File: config.mk
export PLATFORM = sky130hd
export DESIGN_NAME = sparse_table_range_finder_top
export DESIGN_NICKNAME = d
export VERILOG_FILES = /design/src/rtl/sftr_pkg.sv /design/src/rtl/sparse_table_range_finder_top.sv /design/src/rtl/sftr_front.sv /design/src/rtl/sftr_queue.sv /design/src/rtl/sftr_back.sv
export SDC_FILE = /design/constraint.sdc
export NUM_CORES = 1
export LEC_CHECK = 0
export BUFFER_PORTS_ARGS = -buffer_cell sky130_fd_sc_hd__buf_2
export CELL_PAD_IN_SITES_DETAIL_PLACEMENT = 0
export CELL_PAD_IN_SITES_GLOBAL_PLACEMENT = 1
export CORE_UTILIZATION = 45
export CTS_CLUSTER_SIZE = 10
export DETAILED_ROUTE_END_ITERATION = 10
export GPL_ROUTABILITY_DRIVEN = 0
export MAX_ROUTING_LAYER = met4
export PLACE_DENSITY = 0.89
export REMOVE_ABC_BUFFERS = 1
export SETUP_SLACK_MARGIN = 0.1
export SYNTH_ARGS = -nofsm -noshare
export SYNTH_HDL_FRONTEND = slang
export SYNTH_SLANG_ARGS = --single-unit
File: constraint.sdc
create_clock -name clk -period 11 [get_ports clk]
set_input_delay 0 -clock clk [delete_from_list [all_inputs] [get_ports clk]]
set_output_delay 0 -clock clk [all_outputs]
set_load 0.02 [all_outputs]
File: src/rtl/sftr_pkg.sv
// sftr_pkg: shared types and constants of the sparse table range finder
// used by every module under rtl/; depends on nothing else
package sftr_pkg;

	localparam int POS_W          = 31;
	localparam int GAP_W          = 16;
	localparam int CFG_IDX_W      = 2;
	localparam int CFG_DATA_W     = 16;
	localparam int QUEUE_DEPTH_DEF = 4;

	localparam logic [POS_W-1:0] LOW_LIMIT      = POS_W'(255);
	localparam logic [GAP_W-1:0] GAP_RESET      = GAP_W'(256);
	localparam logic [POS_W-1:0] ADJACENT_GAP   = POS_W'(1);

	// configuration register indexes
	localparam logic [CFG_IDX_W-1:0] REG_FORCED_LOW    = CFG_IDX_W'(0);
	localparam logic [CFG_IDX_W-1:0] REG_GAP_THRESHOLD = CFG_IDX_W'(1);

	// classified table entry, front to back
	typedef struct packed {
		logic [POS_W-1:0] pos;
		logic             active;
		logic             fin;
	} item_t;

	// one emitted range
	typedef struct packed {
		logic [POS_W-1:0] start;
		logic [POS_W-1:0] stop;
		logic             last;
	} range_t;

endpackage

File: src/rtl/sparse_table_range_finder_top.sv
// sparse_table_range_finder_top: top level, configuration registers and wiring
// depends on sftr_pkg, sftr_front, sftr_queue, sftr_back
//
// takes table entries one per cycle in ascending position order and emits
// merged ranges of active entries; an entry passes the front register
// (classification), a queue of QUEUE_DEPTH entries and the back stage
// (range merging plus a two-entry output buffer), where its range is
// registered; sustained rate is one entry per cycle while the sink takes
// ranges, set by the back stage taking one queued entry a cycle; an entry
// that both closes a range and is final yields two ranges and waits in the
// queue until the output buffer is empty; configuration writes are taken
// at once and are meant for an idle block
module sparse_table_range_finder_top #(
	parameter int QUEUE_DEPTH = sftr_pkg::QUEUE_DEPTH_DEF
) (
	input  logic                            clk,
	input  logic                            arst_n,
	// entry transactions
	input  logic                            in_valid,
	output logic                            in_ready,
	input  logic [sftr_pkg::POS_W-1:0]      position,
	input  logic [sftr_pkg::POS_W-1:0]      mapped_value,
	input  logic                            final_entry,
	// range transactions
	output logic                            out_valid,
	input  logic                            out_ready,
	output logic [sftr_pkg::POS_W-1:0]      range_start,
	output logic [sftr_pkg::POS_W-1:0]      range_end,
	output logic                            last_range,
	// configuration write transactions
	input  logic                            cfg_valid,
	output logic                            cfg_ready,
	input  logic [sftr_pkg::CFG_IDX_W-1:0]  cfg_index,
	input  logic [sftr_pkg::CFG_DATA_W-1:0] cfg_data
);
	import sftr_pkg::*;

	logic             forced_low_q;
	logic [GAP_W-1:0] gap_threshold_q;

	logic   push_valid;
	logic   push_ready;
	item_t  push_item;
	logic   q_valid;
	logic   q_ready;
	item_t  q_item;
	range_t out_range;

	// writes are always accepted at once
	assign cfg_ready = 1'b1;

	always_ff @(posedge clk or negedge arst_n) begin
		if (!arst_n) begin
			forced_low_q    <= 1'b0;
			gap_threshold_q <= GAP_RESET;
		end else if (cfg_valid && cfg_ready) begin
			case (cfg_index)
				REG_FORCED_LOW: begin
					forced_low_q <= cfg_data[0];
				end
				REG_GAP_THRESHOLD: begin
					gap_threshold_q <= cfg_data[GAP_W-1:0];
				end
				default: begin
					// unmapped index, write dropped
				end
			endcase
		end
	end

	// front: register and classify
	sftr_front u_front (
		.clk          (clk),
		.arst_n       (arst_n),
		.forced_low   (forced_low_q),
		.in_valid     (in_valid),
		.in_ready     (in_ready),
		.position     (position),
		.mapped_value (mapped_value),
		.final_entry  (final_entry),
		.push_valid   (push_valid),
		.push_ready   (push_ready),
		.push_item    (push_item)
	);

	// decoupling queue
	sftr_queue #(
		.DEPTH (QUEUE_DEPTH)
	) u_queue (
		.clk        (clk),
		.arst_n     (arst_n),
		.push_valid (push_valid),
		.push_ready (push_ready),
		.push_item  (push_item),
		.pop_valid  (q_valid),
		.pop_ready  (q_ready),
		.pop_item   (q_item)
	);

	// back: merge ranges and buffer results
	sftr_back u_back (
		.clk           (clk),
		.arst_n        (arst_n),
		.gap_threshold (gap_threshold_q),
		.q_valid       (q_valid),
		.q_ready       (q_ready),
		.q_item        (q_item),
		.out_valid     (out_valid),
		.out_ready     (out_ready),
		.out_range     (out_range)
	);

	assign range_start = out_range.start;
	assign range_end   = out_range.stop;
	assign last_range  = out_range.last;

endmodule

File: src/rtl/sftr_front.sv
// sftr_front: input register that classifies each table entry as active
// depends on sftr_pkg
module sftr_front (
	input  logic                       clk,
	input  logic                       arst_n,
	input  logic                       forced_low,
	input  logic                       in_valid,
	output logic                       in_ready,
	input  logic [sftr_pkg::POS_W-1:0] position,
	input  logic [sftr_pkg::POS_W-1:0] mapped_value,
	input  logic                       final_entry,
	output logic                       push_valid,
	input  logic                       push_ready,
	output sftr_pkg::item_t            push_item
);
	import sftr_pkg::*;

	logic  valid_s1;
	item_t item_s1;
	item_t item_d;

	always_comb begin
		item_d.pos    = position;
		item_d.active = (mapped_value != position) || (forced_low && (position <= LOW_LIMIT));
		item_d.fin    = final_entry;
	end

	assign in_ready   = !valid_s1 || push_ready;
	assign push_valid = valid_s1;
	assign push_item  = item_s1;

	always_ff @(posedge clk or negedge arst_n) begin
		if (!arst_n) begin
			valid_s1 <= 1'b0;
		end else if (in_ready) begin
			valid_s1 <= in_valid;
		end
	end

	always_ff @(posedge clk) begin
		if (in_valid && in_ready) begin
			item_s1 <= item_d;
		end
	end

endmodule

File: src/rtl/sftr_queue.sv
// sftr_queue: small fifo of classified entries between front and back
// depends on sftr_pkg
module sftr_queue #(
	parameter int DEPTH = sftr_pkg::QUEUE_DEPTH_DEF
) (
	input  logic            clk,
	input  logic            arst_n,
	input  logic            push_valid,
	output logic            push_ready,
	input  sftr_pkg::item_t push_item,
	output logic            pop_valid,
	input  logic            pop_ready,
	output sftr_pkg::item_t pop_item
);
	import sftr_pkg::*;

	localparam int PTR_W = (DEPTH > 1) ? $clog2(DEPTH) : 1;
	localparam int CNT_W = $clog2(DEPTH + 1);
	localparam logic [PTR_W-1:0] LAST_PTR = PTR_W'(DEPTH - 1);
	localparam logic [CNT_W-1:0] FULL_CNT = CNT_W'(DEPTH);

	item_t            mem_q [DEPTH];
	logic [PTR_W-1:0] wr_ptr_q;
	logic [PTR_W-1:0] rd_ptr_q;
	logic [CNT_W-1:0] count_q;
	logic             do_push;
	logic             do_pop;

	assign push_ready = (count_q != FULL_CNT);
	assign pop_valid  = (count_q != '0);
	assign pop_item   = mem_q[rd_ptr_q];
	assign do_push    = push_valid && push_ready;
	assign do_pop     = pop_valid && pop_ready;

	always_ff @(posedge clk or negedge arst_n) begin
		if (!arst_n) begin
			wr_ptr_q <= '0;
			rd_ptr_q <= '0;
			count_q  <= '0;
		end else begin
			if (do_push) begin
				wr_ptr_q <= (wr_ptr_q == LAST_PTR) ? '0 : wr_ptr_q + PTR_W'(1);
			end
			if (do_pop) begin
				rd_ptr_q <= (rd_ptr_q == LAST_PTR) ? '0 : rd_ptr_q + PTR_W'(1);
			end
			if (do_push && !do_pop) begin
				count_q <= count_q + CNT_W'(1);
			end else if (do_pop && !do_push) begin
				count_q <= count_q - CNT_W'(1);
			end
		end
	end

	always_ff @(posedge clk) begin
		if (do_push) begin
			mem_q[wr_ptr_q] <= push_item;
		end
	end

endmodule

File: src/rtl/sftr_back.sv
// sftr_back: range merging state and two-entry output buffer
// depends on sftr_pkg
module sftr_back (
	input  logic                       clk,
	input  logic                       arst_n,
	input  logic [sftr_pkg::GAP_W-1:0] gap_threshold,
	input  logic                       q_valid,
	output logic                       q_ready,
	input  sftr_pkg::item_t            q_item,
	output logic                       out_valid,
	input  logic                       out_ready,
	output sftr_pkg::range_t           out_range
);
	import sftr_pkg::*;

	logic             pend_valid_q;
	logic [POS_W-1:0] pend_start_q;
	logic [POS_W-1:0] pend_end_q;
	logic [POS_W-1:0] first_pos_q;
	logic             seen_q;

	logic             pend_valid_d;
	logic [POS_W-1:0] pend_start_d;
	logic [POS_W-1:0] pend_end_d;
	logic [POS_W-1:0] first_pos_d;

	logic [POS_W-1:0] gap;
	logic             merge;
	logic             emit0;
	logic [1:0]       n_push;
	logic             take;
	range_t           r0;
	range_t           r1;
	range_t           pa;

	range_t           slot0_q;
	range_t           slot1_q;
	logic [1:0]       cnt_q;
	range_t           slot0_d;
	range_t           slot1_d;
	logic [1:0]       cnt_d;
	logic             pop;

	// modulo 2^31 distance from the open range end
	assign gap   = q_item.pos - pend_end_q;
	assign merge = (gap == ADJACENT_GAP) || (gap < {{(POS_W-GAP_W){1'b0}}, gap_threshold});
	assign emit0 = q_item.active && pend_valid_q && !merge;

	always_comb begin
		pend_valid_d = pend_valid_q;
		pend_start_d = pend_start_q;
		pend_end_d   = pend_end_q;
		first_pos_d  = seen_q ? first_pos_q : q_item.pos;
		if (q_item.active) begin
			if (pend_valid_q && merge) begin
				pend_end_d = q_item.pos;
			end else begin
				pend_valid_d = 1'b1;
				pend_start_d = q_item.pos;
				pend_end_d   = q_item.pos;
			end
		end
	end

	always_comb begin
		r0.start = pend_start_q;
		r0.stop  = pend_end_q;
		r0.last  = 1'b0;
		// nothing active: one range spans the whole table
		r1.start = pend_valid_d ? pend_start_d : first_pos_d;
		r1.stop  = pend_valid_d ? pend_end_d : q_item.pos;
		r1.last  = 1'b1;
		pa       = emit0 ? r0 : r1;
	end

	assign n_push = {1'b0, emit0} + {1'b0, q_item.fin};
	// room is judged before this cycle's pop to keep out_ready off the queue path
	assign q_ready = (n_push == 2'd0) || (n_push == 2'd1 && cnt_q != 2'd2) || (cnt_q == 2'd0);
	assign take    = q_valid && q_ready;

	assign out_valid = (cnt_q != 2'd0);
	assign out_range = slot0_q;
	assign pop       = out_valid && out_ready;

	always_comb begin
		slot0_d = slot0_q;
		slot1_d = slot1_q;
		cnt_d   = cnt_q;
		if (pop) begin
			slot0_d = slot1_q;
			cnt_d   = cnt_q - 2'd1;
		end
		if (take && n_push != 2'd0) begin
			if (cnt_d == 2'd0) begin
				slot0_d = pa;
			end else begin
				slot1_d = pa;
			end
			if (n_push == 2'd2) begin
				slot1_d = r1;
			end
			cnt_d = cnt_d + n_push;
		end
	end

	always_ff @(posedge clk or negedge arst_n) begin
		if (!arst_n) begin
			pend_valid_q <= 1'b0;
			pend_start_q <= '0;
			pend_end_q   <= '0;
			first_pos_q  <= '0;
			seen_q       <= 1'b0;
			cnt_q        <= 2'd0;
		end else begin
			cnt_q <= cnt_d;
			if (take) begin
				if (q_item.fin) begin
					pend_valid_q <= 1'b0;
					pend_start_q <= '0;
					pend_end_q   <= '0;
					first_pos_q  <= '0;
					seen_q       <= 1'b0;
				end else begin
					pend_valid_q <= pend_valid_d;
					pend_start_q <= pend_start_d;
					pend_end_q   <= pend_end_d;
					first_pos_q  <= first_pos_d;
					seen_q       <= 1'b1;
				end
			end
		end
	end

	always_ff @(posedge clk) begin
		slot0_q <= slot0_d;
		slot1_q <= slot1_d;
	end

	a_cnt_bound: assert property (@(posedge clk) disable iff (!arst_n)
		cnt_q != 2'd3)
		else $error("output buffer count out of range");

	a_two_need_empty: assert property (@(posedge clk) disable iff (!arst_n)
		take && emit0 && q_item.fin |-> cnt_q == 2'd0)
		else $error("two ranges pushed into a non-empty buffer");

	a_final_clears: assert property (@(posedge clk) disable iff (!arst_n)
		take && q_item.fin |=> !pend_valid_q && !seen_q)
		else $error("table state not cleared after final entry");

	a_active_opens: assert property (@(posedge clk) disable iff (!arst_n)
		take && q_item.active && !q_item.fin |=> pend_valid_q && pend_end_q == $past(q_item.pos))
		else $error("active entry did not become the range end");

endmodule

[Yosys cells after proc, flatten, opt, wreduce, memory -nomap -nowiden]
Memory sizes are Yosys's and may differ from the RTL's.
Cells that the tools add are included.
Word-level totals
  output and inout bits: 66
  input port bits: 86
  memories kept: 1
  bits in registers: 281
  memory bits (writable): 132
Memories
  u_queue.mem_q: depth 4, bits a word 33, read ports 1, clocked after Yosys merged registers in 0, write ports 1, line sftr_queue.sv:22  | item_t mem_q [DEPTH];
Operators by class
  reduce and logical (&&, ||, !) cells: 32
  add/subtract/negate cells: 8
  eq/ne operators: 10
  muxes and demuxes: 27
  magnitude comparators: 2
Operators by type and width (number)
  63-bit two-way mux: 6
  31-bit two-way mux: 9
  31-bit by 1-bit == test with 1-bit output, second input constant: 1
  31-bit by 8-bit <= comparator with 1-bit output, second input constant: 1
  31-bit by 16-bit less-than comparator with 1-bit output: 1
  31-bit inequality test: 1
  31-bit subtractor: 1
  1-bit logical AND: 12
  2-bit logical NOT: 4
  2-bit two-way mux: 4
  2-bit == test, second input constant: 3
  1-bit two-way mux: 6
  3-bit two-way mux: 2
  2-bit AND reduction: 3
  2-bit nonzero test: 3
  1-bit logical OR: 5
  2-bit by 1-bit adder with 2-bit output, second input constant: 2
  2-bit by 1-bit == test with 1-bit output, second input constant: 2
  1-bit logical NOT: 4
  2-bit inequality test, second input constant: 2
  3-bit by 1-bit adder with 3-bit output, second input constant: 1
  3-bit inequality test, second input constant: 1
  3-bit nonzero test: 1
  3-bit by 1-bit subtractor with 3-bit output, second input constant: 1
  other kinds (3): 3

[Logic depth before layout (Yosys ltp)]
Gate-level depths: netlist of the first run.
An unclocked memory read counts as a cell.
  depth after elaboration: 15
  mapped depth: 33
  mapped depth without buffers: 29

[By module]
From an unflattened synthesis of the first run, not the netlist that was laid out.
Second synthesis, totals
  cells, all modules: 1926
  area total of the unflattened synthesis: 21421.8 µm²
Modules (own cells, without submodules)
  sftr_back: instances 1, area each 14037.2 µm², sequential area each 5580.4 µm², cells each 1590
  sftr_queue: instances 1, area each 5253.8 µm², sequential area each 4139.0 µm², cells each 210
  sftr_front: instances 1, area each 1425.1 µm², sequential area each 1016.0 µm², cells each 87
  sparse_table_range_finder_top: instances 1, area each 705.7 µm², sequential area each 426.7 µm², cells each 39

[Worst setup path before layout of the first run]
OpenSTA, ideal clock, no wires.
  path type: register to register
  start point: reg u_queue.rd_ptr_q[0]
  end point: reg u_back.slot1_q[0] (netlist name), enable pin
  library setup time: 580 ps
  clock period less this slack: 11007 ps
  buffers on the path: 3
  stages on the path, launching flop included: 29
  path slack: -7 ps
  arrival time: 10427 ps
  cells stage by stage: dfrtp_1 clkbuf_1 buf_1 mux4_2 inv_1 ha_1 fa_1 nand2b_1 a211oi_2 o21ai_0 a21boi_0 nor2_1 ha_1 nand4_1 nor2_1 a221oi_1 o21ai_0 a31o_2 nand2_1 and3_1 a21oi_1 nand2_1 ha_1 nor2b_1 o32a_1 clkbuf_1 inv_1 nor2_1 a21boi_0
Between the ends
  word-level cells in the longest chain between the ends: 14
  elaborated cells on any way between the ends: 20
  classes of those cells: 2 x add/sub; 1 x order compare; 4 x eq/ne; 12 x reduce/logical; 1 x memory
Ends and longest elaborated chain
  start: declaration: line sftr_queue.sv:24  | logic [PTR_W-1:0] rd_ptr_q;
  start signal: assignment: line sftr_queue.sv:45  | rd_ptr_q <= (rd_ptr_q == LAST_PTR) ? '0 : rd_ptr_q + PTR_W'(1);
  memory read 4 x 33 bit *
  31-bit subtractor: line sftr_back.sv:45  | assign gap = q_item.pos - pend_end_q;
  31-bit by 16-bit less-than comparator with 1-bit output or 31-bit by 1-bit == test with 1-bit output (tied branches): line sftr_back.sv:46  | assign merge = (gap == ADJACENT_GAP) || (gap < {{(POS_W-GAP_W){1'b0}}, gap_threshold});
  1-bit logical OR: line sftr_back.sv:46
  1-bit logical NOT: line sftr_back.sv:47  | assign emit0 = q_item.active && pend_valid_q && !merge;
  1-bit logical AND: line sftr_back.sv:47
  1-bit by 1-bit adder with 2-bit output *: line sftr_back.sv:76  | assign n_push = {1'b0, emit0} + {1'b0, q_item.fin};
  2-bit by 1-bit == test with 1-bit output: line sftr_back.sv:78  | assign q_ready = (n_push == 2'd0) || (n_push == 2'd1 && cnt_q != 2'd2) || (cnt_q == 2'd0);
  1-bit logical AND: line sftr_back.sv:78
  1-bit logical OR (2 in series): line sftr_back.sv:78
  1-bit logical AND: line sftr_back.sv:79  | assign take = q_valid && q_ready;
  1-bit logical AND: line sftr_back.sv:93  | if (take && n_push != 2'd0) begin
  2-bit AND reduction (no source line) *
  end signal: assignment: line sftr_back.sv:136  | slot1_q <= slot1_d;
  end: declaration: line sftr_back.sv:37  | range_t slot1_q;
Mark *: on every way between the ends. The rest lies on a longest branch, timed or not.
A chain may end at the register's enable or synchronous reset.

[Worst setup path after layout of the first run]
  start point: reg u_queue.rd_ptr_q[1]
  end point: reg u_back.slot1_q[58] (netlist name), enable pin
Same word-level chain as after synthesis.

==> flow_metrics.env, run 1 <==
export IMPL_critPathSlowestCell="dfrtp_1"
export IMPL_antenna_cells=0
export IMPL_maxSlewHeadroom_pct=23.11
export IMPL_met2_usage_pct=38.92
export IMPL_crit_fanout=43
export IMPL_num_rows=78
export IMPL_syn_area_sq_um=20590
export IMPL_cts_tree="built"
export IMPL_drtIter0Drc=1629
export IMPL_synth_edf_count=228
export IMPL_antenna_found_initial=0
export IMPL_chipHeight_microns=215.9
export IMPL_grt_pass1_vias=15401
export IMPL_h_tree_depth=2
export IMPL_num_vias=15680
export IMPL_whs_ps=38.24
export IMPL_clock_skew_ps=24.64
export IMPL_synth_top_area_share_pct=33.25
export IMPL_grt_first_pass_wirelength_microns=87400
export IMPL_port_buffers=150
export IMPL_drtAntennaViolNets=0
export IMPL_clock_sinks=413
export IMPL_cpPeakStageDelay_ps=870
export IMPL_rsz0062_at_grt="no"
export IMPL_clk_pin_slew_worst_paths_ps=60
export IMPL_hold_viol_final=0
export IMPL_core_sq_um=45280
export IMPL_io_pins=152
export IMPL_synth_seq_cells=413
export IMPL_postSynthCellCount=1737
export IMPL_post_cts_resized=0
export IMPL_worst_pin_slew_ps=1149
export IMPL_synth_distinct_cells=78
export IMPL_synth_flop_cell="edfxtp_1"
export IMPL_final_net_count=2009
export IMPL_start_util_pct=45.47
export IMPL_syn_area_per_cell_sq_um=11.85
export IMPL_dp_hpwl_microns=34870
export IMPL_drv_slew=0
export IMPL_end_kind="register"
export IMPL_die_w_microns=215.9
export IMPL_yosysWarningCount=0
export IMPL_fin_crit_sh_pct=77.77
export IMPL_setup_viol=0
export IMPL_firstDrtPassIters=6
export IMPL_grt_max_degree=96
export IMPL_cp_arrival_ps=8740
export IMPL_area_delta_synth_final_pct=15.05
export IMPL_ys_async_sr_fraction_pct=29.54
export IMPL_min_period_ps=8554
export IMPL_grt_usage_pct=24.32
export IMPL_clockBufferDepth=3
export IMPL_met1_usage_pct=31.38
export IMPL_run_status="finished, final reports clean"
export IMPL_cp_required_ps=11190
export IMPL_hp_class="in2async"
export IMPL_ys_top_cells_by_area="edfxtp_1 (33%), dfrtp_1 (15%), dfxtp_1 (6.1%)"
export IMPL_insertion_delay_ps=580
export IMPL_start_kind="register"
export IMPL_fill_cells=3880
export IMPL_critPathKind="reg2reg"
export IMPL_cap_violations=0
export IMPL_final_layout_size_suffix_gt1_share_pct=17.18
export IMPL_root_buffer="clkbuf_16"
export IMPL_dpl_cell_count=2359
export IMPL_totalWireLength_microns=55960
export IMPL_overflow=0
export IMPL_vias_per_cell=6.264
export IMPL_fin_tns_setup_ps=0
export IMPL_cpMostUsedCell="ha_1"
export IMPL_yosysTopAreaCell="edfxtp_1"
export IMPL_grt_busiest_layer="met2"
export IMPL_remaining_drc_errors=0
export IMPL_cts_buffers=48
export IMPL_max_freq_mhz=116.9
export IMPL_use_met3_pct=3.594
export IMPL_post_drt_wl_per_cell_microns=22.36
export IMPL_ys_seq_area_share_pct=54.21
export IMPL_fp_dieArea_sq_um=46620
export IMPL_finalNonFillerCells=2503
## cells in the mapped netlist, drive strengths merged, types with 15 or more instances
master / n
o221ai: 31
o21ai: 42
nor4: 18
mux2i: 34
a31oi: 34
ha: 57
edfxtp: 228
mux4: 31
o22ai: 37
o2bb2ai: 32
nand2: 85
a22o: 93
xor2: 36
a21oi: 137
a211oi: 69
dfxtp: 63
nor2b: 66
mux2: 51
inv: 68
clkbuf: 107
a21o: 15
buf: 40
nor3: 16
dfrtp: 121
nand4: 22
nor2: 41
o32ai: 31
## worst max-delay path: cells and delay by family (launching register included)
kind / cells / cell delay (ps)
XOR/XNOR: 1 / 260
buffers and inverters: 3 / 1090
AO/OA/AOI/OAI: 10 / 3100
multiplexers: 1 / 470
flip-flops: 1 / 870
adder cells (fa/ha/maj): 4 / 1150
AND/OR/NAND/NOR: 6 / 1190
## through the flow
stage	setup slack [ps]	util, %	area, sq um
2_1_floorplan	-1370	-	19950
3_3_place_gp	2764	47.94	21710
3_5_place_dp	2530	47.94	21710
4_1_cts	2445	52.31	23690
5_1_grt	1858	52.31	23690
6_report	2446	52.31	23690
## routing by layer
metal  wire length [microns]  up-vias
li1                        -     6990
met1                   23130     7703
met2                   26460      836
met3                    4369      151
met4                    1996        0
met5                       0        -
## path summary, 6_finish.rpt
kind                                            start                     to  slack (ps)  depth (start not counted)
worst max-delay path              u_queue.rd_ptr_q[1]     u_back.slot1_q[58]        2450                         25
worst min-delay path                           arst_n     gap_threshold_q[3]          40                          2
worst max register to register    u_queue.rd_ptr_q[1]     u_back.slot1_q[58]        2450                         25
worst min register to register  u_back.first_pos_q[5]  u_back.first_pos_q[5]         500                          1
max in group asynchronous                      arst_n    u_back.pend_valid_q        9470                          3
min in group clk                          final_entry   u_front.push_item[0]         160                          2
## what timing repair did
action / 4_1_cts / 5_1_grt
endpoints found under the hold margin: 106 / 0
buffers inserted: 0 / 0
hold buffers: 55 / 0
## registers in the layout, indices dropped and copies added (netlist names)
name                 count
u_queue.count_q          3
u_back.seen_q            1
gap_threshold_q         16
u_queue.wr_ptr_q         2
u_back.out_range        63
u_back.pend_start_q     31
u_back.pend_valid_q      1
u_back.first_pos_q      31
u_back.pend_end_q       31
u_queue.rd_ptr_q         2
u_back.slot1_q          63
forced_low_q             1
u_front.push_valid       1
u_back.cnt_q             2
u_queue.mem_q          132
u_front.push_item       33
## area by class of cell
class | instances | area [sq um] | share of cell area (%)
Tap cell | 600 | 750.7 | 3.169
Sequential cell | 413 | 11160 | 47.13
Multi-Input combinational cell | 1108 | 8638 | 36.47
Clock buffer | 86 | 1375 | 5.805
Inverter | 69 | 259.0 | 1.093
Clock inverter | 3 | 55.05 | 0.2324
Timing Repair Buffer | 224 | 1446 | 6.106
## kinds of logic (layout without fill, tap and decap cells)
| family | Yosys count | count (layout) | synth area share (%) |
|---|---|---|---|
| simple gates | 298 | 298 | 7.589 |
| compound gates | 586 | 586 | 20.30 |
| xor+xnor | 48 | 48 | 2.042 |
| fa+ha+maj | 59 | 59 | 3.658 |
| flops | 413 | 413 | 54.21 |
| other cells | 1 | 1 | 0.01821 |
| mux | 116 | 116 | 7.833 |
| buf+inv | 216 | 382 | 4.357 |
## layout by cell type (no fill, tap or decap), drive strengths merged, types with 36 or more instances in the layout
| cell | n |
|---|---|
| xor2 | 36 |
| edfxtp | 228 |
| o21ai | 42 |
| buf | 169 |
| nor2b | 66 |
| dfxtp | 63 |
| dlygate4sd3 | 55 |
| dfrtp | 121 |
| a21oi | 137 |
| inv | 69 |
| clkbuf | 86 |
| o22ai | 37 |
| a22o | 93 |
| a211oi | 69 |
| nand2 | 85 |
| ha | 57 |
| nor2 | 41 |
| mux2 | 51 |
Power of run 1 is not shown: default switching activity piles up to over one toggle a cycle in this logic, so the estimate is an artifact.
==> run 2, diff against run 1 <==
- ABC_AREA: default -> 1
- CORE_UTILIZATION: 45 -> 42
- clock period: 11 -> 7 ns (I/O delays scaled with it)
==> run 2 against run 1 <==
  * First-iteration DRC count increased by 4.1%
  * Sequential share of layout area decreased by 3.6 points
  * Utilization decreased by 3.4 points
  * Clock skew increased by 18 ps
  * Worst hold slack improved by 82 ps
  * Global-route usage decreased by 0.11 points
  * Clock-buffer cell count decreased by 2
  * Maximum frequency increased by 34%
  * Sequential cell count unchanged
  * Final cell count increased by 44%
  * Cell area increased by 8.2%
  * Highest routed layer unchanged
==> flow_metrics.env, run 2 <==
export IMPL_run_status="finished, final reports clean"
export IMPL_clk_pin_slew_worst_paths_ps=50
export IMPL_ys_async_sr_fraction_pct=29.54
export IMPL_cp_arrival_ps=6850
export IMPL_cap_violations=0
export IMPL_hp_class="in2reg"
export IMPL_chipHeight_microns=232.3
export IMPL_die_w_microns=232.3
export IMPL_r2r_slack_ps=610
export IMPL_end_kind="register"
export IMPL_layout_commonest_cell="nand2_1"
export IMPL_utilization_pct=48.87
export IMPL_maxSlewHeadroom_pct=18.63
export IMPL_clock_skew_ps=42.90
export IMPL_core_sq_um=52450
export IMPL_fp_dieArea_sq_um=53940
export IMPL_met1_usage_pct=29.21
export IMPL_syn_area_per_cell_sq_um=8.141
export IMPL_fin_crit_sh_pct=91.23
export IMPL_grt_first_pass_wirelength_microns=99190
export IMPL_ys_top_cells_by_area="edfxtp_1 (31%), nand2_1 (15%), dfrtp_1 (14%)"
export IMPL_num_vias=19111
export IMPL_drv_slew=0
export IMPL_yosysTopAreaCell="edfxtp_1"
export IMPL_max_freq_mhz=156.6
export IMPL_crit_buf_inv=6
export IMPL_syn_area_sq_um=22270
export IMPL_worst_pin_slew_ps=1219
export IMPL_cp_required_ps=7460
export IMPL_crit_fanout=68
export IMPL_start_kind="register"
export IMPL_synth_most_common_cell="nand2_1"
export IMPL_synth_edf_count=228
export IMPL_cts_buffers=49
export IMPL_port_buffers=150
export IMPL_largest_reg_flops=132
export IMPL_ys_seq_area_share_pct=50.13
export IMPL_grt_pass1_vias=18797
export IMPL_min_period_ps=6386
export IMPL_crit_cells=29
export IMPL_regMostFlops="u_queue.mem_q"
export IMPL_clock_sinks=413
export IMPL_grt_usage_pct=24.20
export IMPL_r2r_cells=29
export IMPL_root_buffer="clkbuf_16"
export IMPL_synth_distinct_cells=43
export IMPL_synth_top_area_share_pct=30.75
export IMPL_final_layout_size_suffix_gt1_share_pct=11.25
export IMPL_critPathSlowestCell="fa_1"
export IMPL_io_pins=152
export IMPL_cts_tree="built"
export IMPL_antenna_found_initial=0
export IMPL_drtIter0Drc=1696
export IMPL_drtAntennaViolNets=0
export IMPL_postSynthCellCount=2735
export IMPL_final_cell_mix="nand2_1 (884), inv_1 (330), nand3_1 (287)"
export IMPL_h_tree_depth=2
export IMPL_clockBufferDepth=3
export IMPL_fin_tns_setup_ps=0
export IMPL_multi_input_area_sq_um=9261
export IMPL_hold_viol_final=0
export IMPL_overflow=0
export IMPL_seqCellArea_sq_um=11160
export IMPL_critical_path_top_delay_family="simple AND/OR/NAND/NOR gates"
export IMPL_cpMostUsedCell="nand2_1"
export IMPL_final_net_count=3029
export IMPL_dp_hpwl_microns=42030
export IMPL_grt_busiest_layer="met2"
export IMPL_fill_cells=4850
export IMPL_vias_per_cell=5.290
export IMPL_holdPathStages=2
export IMPL_met2_usage_pct=39.15
export IMPL_post_cts_repair_setup_buffers=0
export IMPL_yosysWarningCount=0
export IMPL_synth_common_cells="nand2_1 (887), inv_1 (331), nand3_1 (287)"
export IMPL_firstDrtPassIters=6
export IMPL_use_met3_pct=3.524
export IMPL_area_delta_synth_final_pct=15.12
export IMPL_post_drt_wl_per_cell_microns=17.44
export IMPL_remaining_drc_errors=0
export IMPL_rsz0062_at_grt="no"
export IMPL_critPathKind="reg2reg"
export IMPL_insertion_delay_ps=620
export IMPL_start_util_pct=42.46
export IMPL_synth_flop_cell="edfxtp_1"
export IMPL_num_rows=84
export IMPL_totalWireLength_microns=63000
export IMPL_cpPeakStageDelay_ps=470
export IMPL_setup_viol=0
export IMPL_grt_max_degree=111
export IMPL_synth_seq_cells=413
-- run 2: final timing paths --
path	startpoint	to
min in group asynchronous	arst_n	u_back.pend_end_q[21]
min reg2reg	u_back.first_pos_q[23]	u_back.first_pos_q[23]
max reg2reg	u_queue.rd_ptr_q[0]	u_back.pend_start_q[25]
max in group asynchronous	arst_n	u_back.seen_q
max	u_queue.rd_ptr_q[0]	u_back.pend_start_q[25]
min	final_entry	u_front.push_item[0]
-- run 2: through the flow --
step / instances / setup slack [ps] / area (sq um) / hold slack, ps
5_1_grt: 3612 / 191.7 / 25630 / 133.9
4_1_cts: 3612 / 467.0 / 25620 / 100.3
3_5_place_dp: 3465 / 487.0 / 23550 / 181.5
3_3_place_gp: 3465 / 613.1 / 23550 / 176.4
6_report: 3613 / 613.9 / 25630 / 120.0
2_1_floorplan: 2601 / -3796 / 21660 / -295.6
-- run 2: layout make-up --
type	instances	area share, %
clock inverter	7	0.4198
multi-input combinational	1848	36.13
inverter	340	4.989
clock buffer	84	5.492
timing repair buffer	232	6.048
sequential	413	43.55
tap	688	3.358
antenna	1	0.009763
-- run 2: kinds of logic after synthesis --
kind of cell | share of synthesized area [%]
DFF | 50.13
and+or+nand+nor | 24.96
xor gates and xnor gates | 1.804
adders and majority gates | 3.383
buffers and inverters | 8.440
other | 0.01684
muxes | 3.136
AOI/OAI and AO/OA | 8.131
-- run 2: per-layer routing --
metal  vias up  share of wire [%]
li1       9281                  -
met1      8920                 41
met2       735                 47
met3       175                6.3
met4         0                4.9
met5         -                  0
-- run 2: repair_timing --
item	CTS	global route
resized for setup	0	3
hold buffers	56	0
endpoints found under the setup margin	0	54
endpoints found under the hold margin	124	0
Power of run 2 is left out for the same reason.
==> run 3, diff against run 2 <==
- CELL_PAD_IN_SITES_DETAIL_PLACEMENT: 0 -> default
- CELL_PAD_IN_SITES_GLOBAL_PLACEMENT: 1 -> default
- CORE_UTILIZATION: 42 -> 45
- CTS_BUF_LIST: default -> sky130_fd_sc_hd__clkbuf_4 sky130_fd_sc_hd__clkbuf_8
- PLACE_DENSITY: 0.89 -> 0.77
- SLEW_MARGIN: default -> 30
==> run 3 against run 2 <==
  * The run now ends with hold timing left
  * Clock-buffer cell count rose by 28
  * Cell area rose by 0.70%
  * Utilization rose by 4.0 points
  * Global-route usage rose by 0.86 points
  * Sequential cell count did not move
  * Die area fell by 6.6%
==> flow_metrics.env, run 3 (synthesized netlist as in run 2, its figures left out) <==
export IMPL_run_status="complete, but fails checks"
export IMPL_violations="hold timing"
export IMPL_drv_slew=0
export IMPL_rsz0062_at_grt="no"
export IMPL_min_period_ps=6199
export IMPL_cp_required_ps=7530
export IMPL_h_tree_depth=3
export IMPL_hold_viol_final=54
export IMPL_cp_arrival_ps=6730
export IMPL_dp_hpwl_microns=38990
export IMPL_root_buffer="clkbuf_8"
export IMPL_end_kind="register"
export IMPL_layout_commonest_cell="nand2_1"
export IMPL_finalNonFillerCells=3655
export IMPL_critPathSlowestCell="buf_4"
export IMPL_num_rows=81
export IMPL_start_util_pct=45.58
export IMPL_chipHeight_microns=224.4
export IMPL_grt_usage_pct=25.06
export IMPL_cpMostUsedCell="nand2_1"
export IMPL_clock_skew_ps=27.34
export IMPL_area_delta_synth_final_pct=15.93
export IMPL_insertion_delay_ps=650
export IMPL_r2r_slack_ps=800
export IMPL_grt_pass1_vias=19133
export IMPL_worst_pin_slew_ps=977.8
export IMPL_cpPeakStageDelay_ps=560
export IMPL_antenna_found_initial=0
export IMPL_post_drt_wl_per_cell_microns=16.57
export IMPL_fp_dieArea_sq_um=50370
export IMPL_post_cts_repair_setup_buffers=0
export IMPL_final_cell_mix="nand2_1 (884), inv_1 (329), nand3_1 (287)"
export IMPL_regMostFlops="u_queue.mem_q"
export IMPL_start_kind="register"
export IMPL_drtIter0Drc=1803
export IMPL_antenna_cells=0
export IMPL_grt_max_degree=105
export IMPL_largest_reg_flops=132
export IMPL_whs_ps=-47.80
export IMPL_die_w_microns=224.4
export IMPL_totalWireLength_microns=60570
export IMPL_remaining_drc_errors=0
export IMPL_clockBufferDepth=3
export IMPL_crit_fanout=68
export IMPL_overflow=0
export IMPL_critPathKind="reg2reg"
export IMPL_num_vias=19390
export IMPL_fin_crit_sh_pct=88.55
export IMPL_clock_sinks=413
export IMPL_cap_violations=0
export IMPL_firstDrtPassIters=6
export IMPL_drtAntennaViolNets=0
export IMPL_grt_first_pass_wirelength_microns=97270
export IMPL_hp_class="in2async"
export IMPL_final_layout_size_suffix_gt1_share_pct=13.31
export IMPL_maxSlewHeadroom_pct=34.81
export IMPL_cts_buffers=71
export IMPL_setup_viol=0
export IMPL_max_freq_mhz=161.3
export IMPL_port_buffers=150
export IMPL_clk_pin_slew_worst_paths_ps=70
export IMPL_vias_per_cell=5.305
export IMPL_core_sq_um=48850
export IMPL_io_pins=152
export IMPL_dpl_cell_count=3448
export IMPL_final_net_count=3077
export IMPL_cts_tree="built"
run 3: cell types whose count changed in the layout (fill, tap and decap cells not counted), sizes merged:
| cell | delta |
|---|---|
| buf | +7 |
| clkbuf | +28 |
| diode | -1 |
| clkinv | +14 |
| bufinv | -2 |
| dlygate4sd3 | +19 |
| clkinvlp | +1 |
run 3: layer usage:
layer	global-route usage, %	up-vias	share of wire (%)	routed length [microns]
met5	-	-	0	0
li1	-	9378	-	-
met1	29.52	8979	40	24420
met3	5.251	160	8.6	5210
met4	11.56	0	4.1	2467
met2	41.12	873	47	28470
run 3: area by class of cell:
class	count	area [sq um]
clock buffer	112	1354
clock inverter	20	110.1
fill	4450	23040
inverter	340	1277
multi-input combinational	1848	9256
sequential	413	11160
tap	664	830.8
timing repair buffer	258	1821
run 3: worst max-delay path, delay by kind of cell (launching register included):
family	cells	cell delay, ps
DFF	1	380
adders and majority gates	5	1600
AOI/OAI and AO/OA	5	710
and+or+nand+nor	13	1600
xor gates and xnor gates	2	340
buffers and inverters	7	1410
run 3: metrics by stage:
stage / worst slack [ps] / util, % / instance area [sq um] / TNS [ps]
2_1_floorplan: -3796 / - / 21660 / -896010
3_3_place_gp: 1005 / 48.24 / 23560 / 0
6_report: 801.2 / 52.84 / 25810 / 0
3_5_place_dp: 816.3 / 48.28 / 23590 / 0
5_1_grt: 151.0 / 52.84 / 25810 / 0
4_1_cts: 767.9 / 52.81 / 25800 / 0
run 3: repair_timing:
item | CTS | global route
endpoints found under the hold margin | 120 | 0
hold buffers | 75 | 0
setup endpoints to repair | 0 | 1
gates resized for setup | 0 | 1
run 3: path summary, 6_finish.rpt:
kind,to,depth (start not counted),from
max,u_queue.count_q[2],32,u_queue.rd_ptr_q[0]
min,forced_low_q,2,arst_n
max reg2reg,u_queue.count_q[2],32,u_queue.rd_ptr_q[0]
min reg2reg,u_back.first_pos_q[20],2,u_back.first_pos_q[20]
max in group asynchronous,u_back.first_pos_q[20],3,arst_n
min in group clk,gap_threshold_q[11],5,cfg_index[0]
Power of run 3 is left out for the same reason.
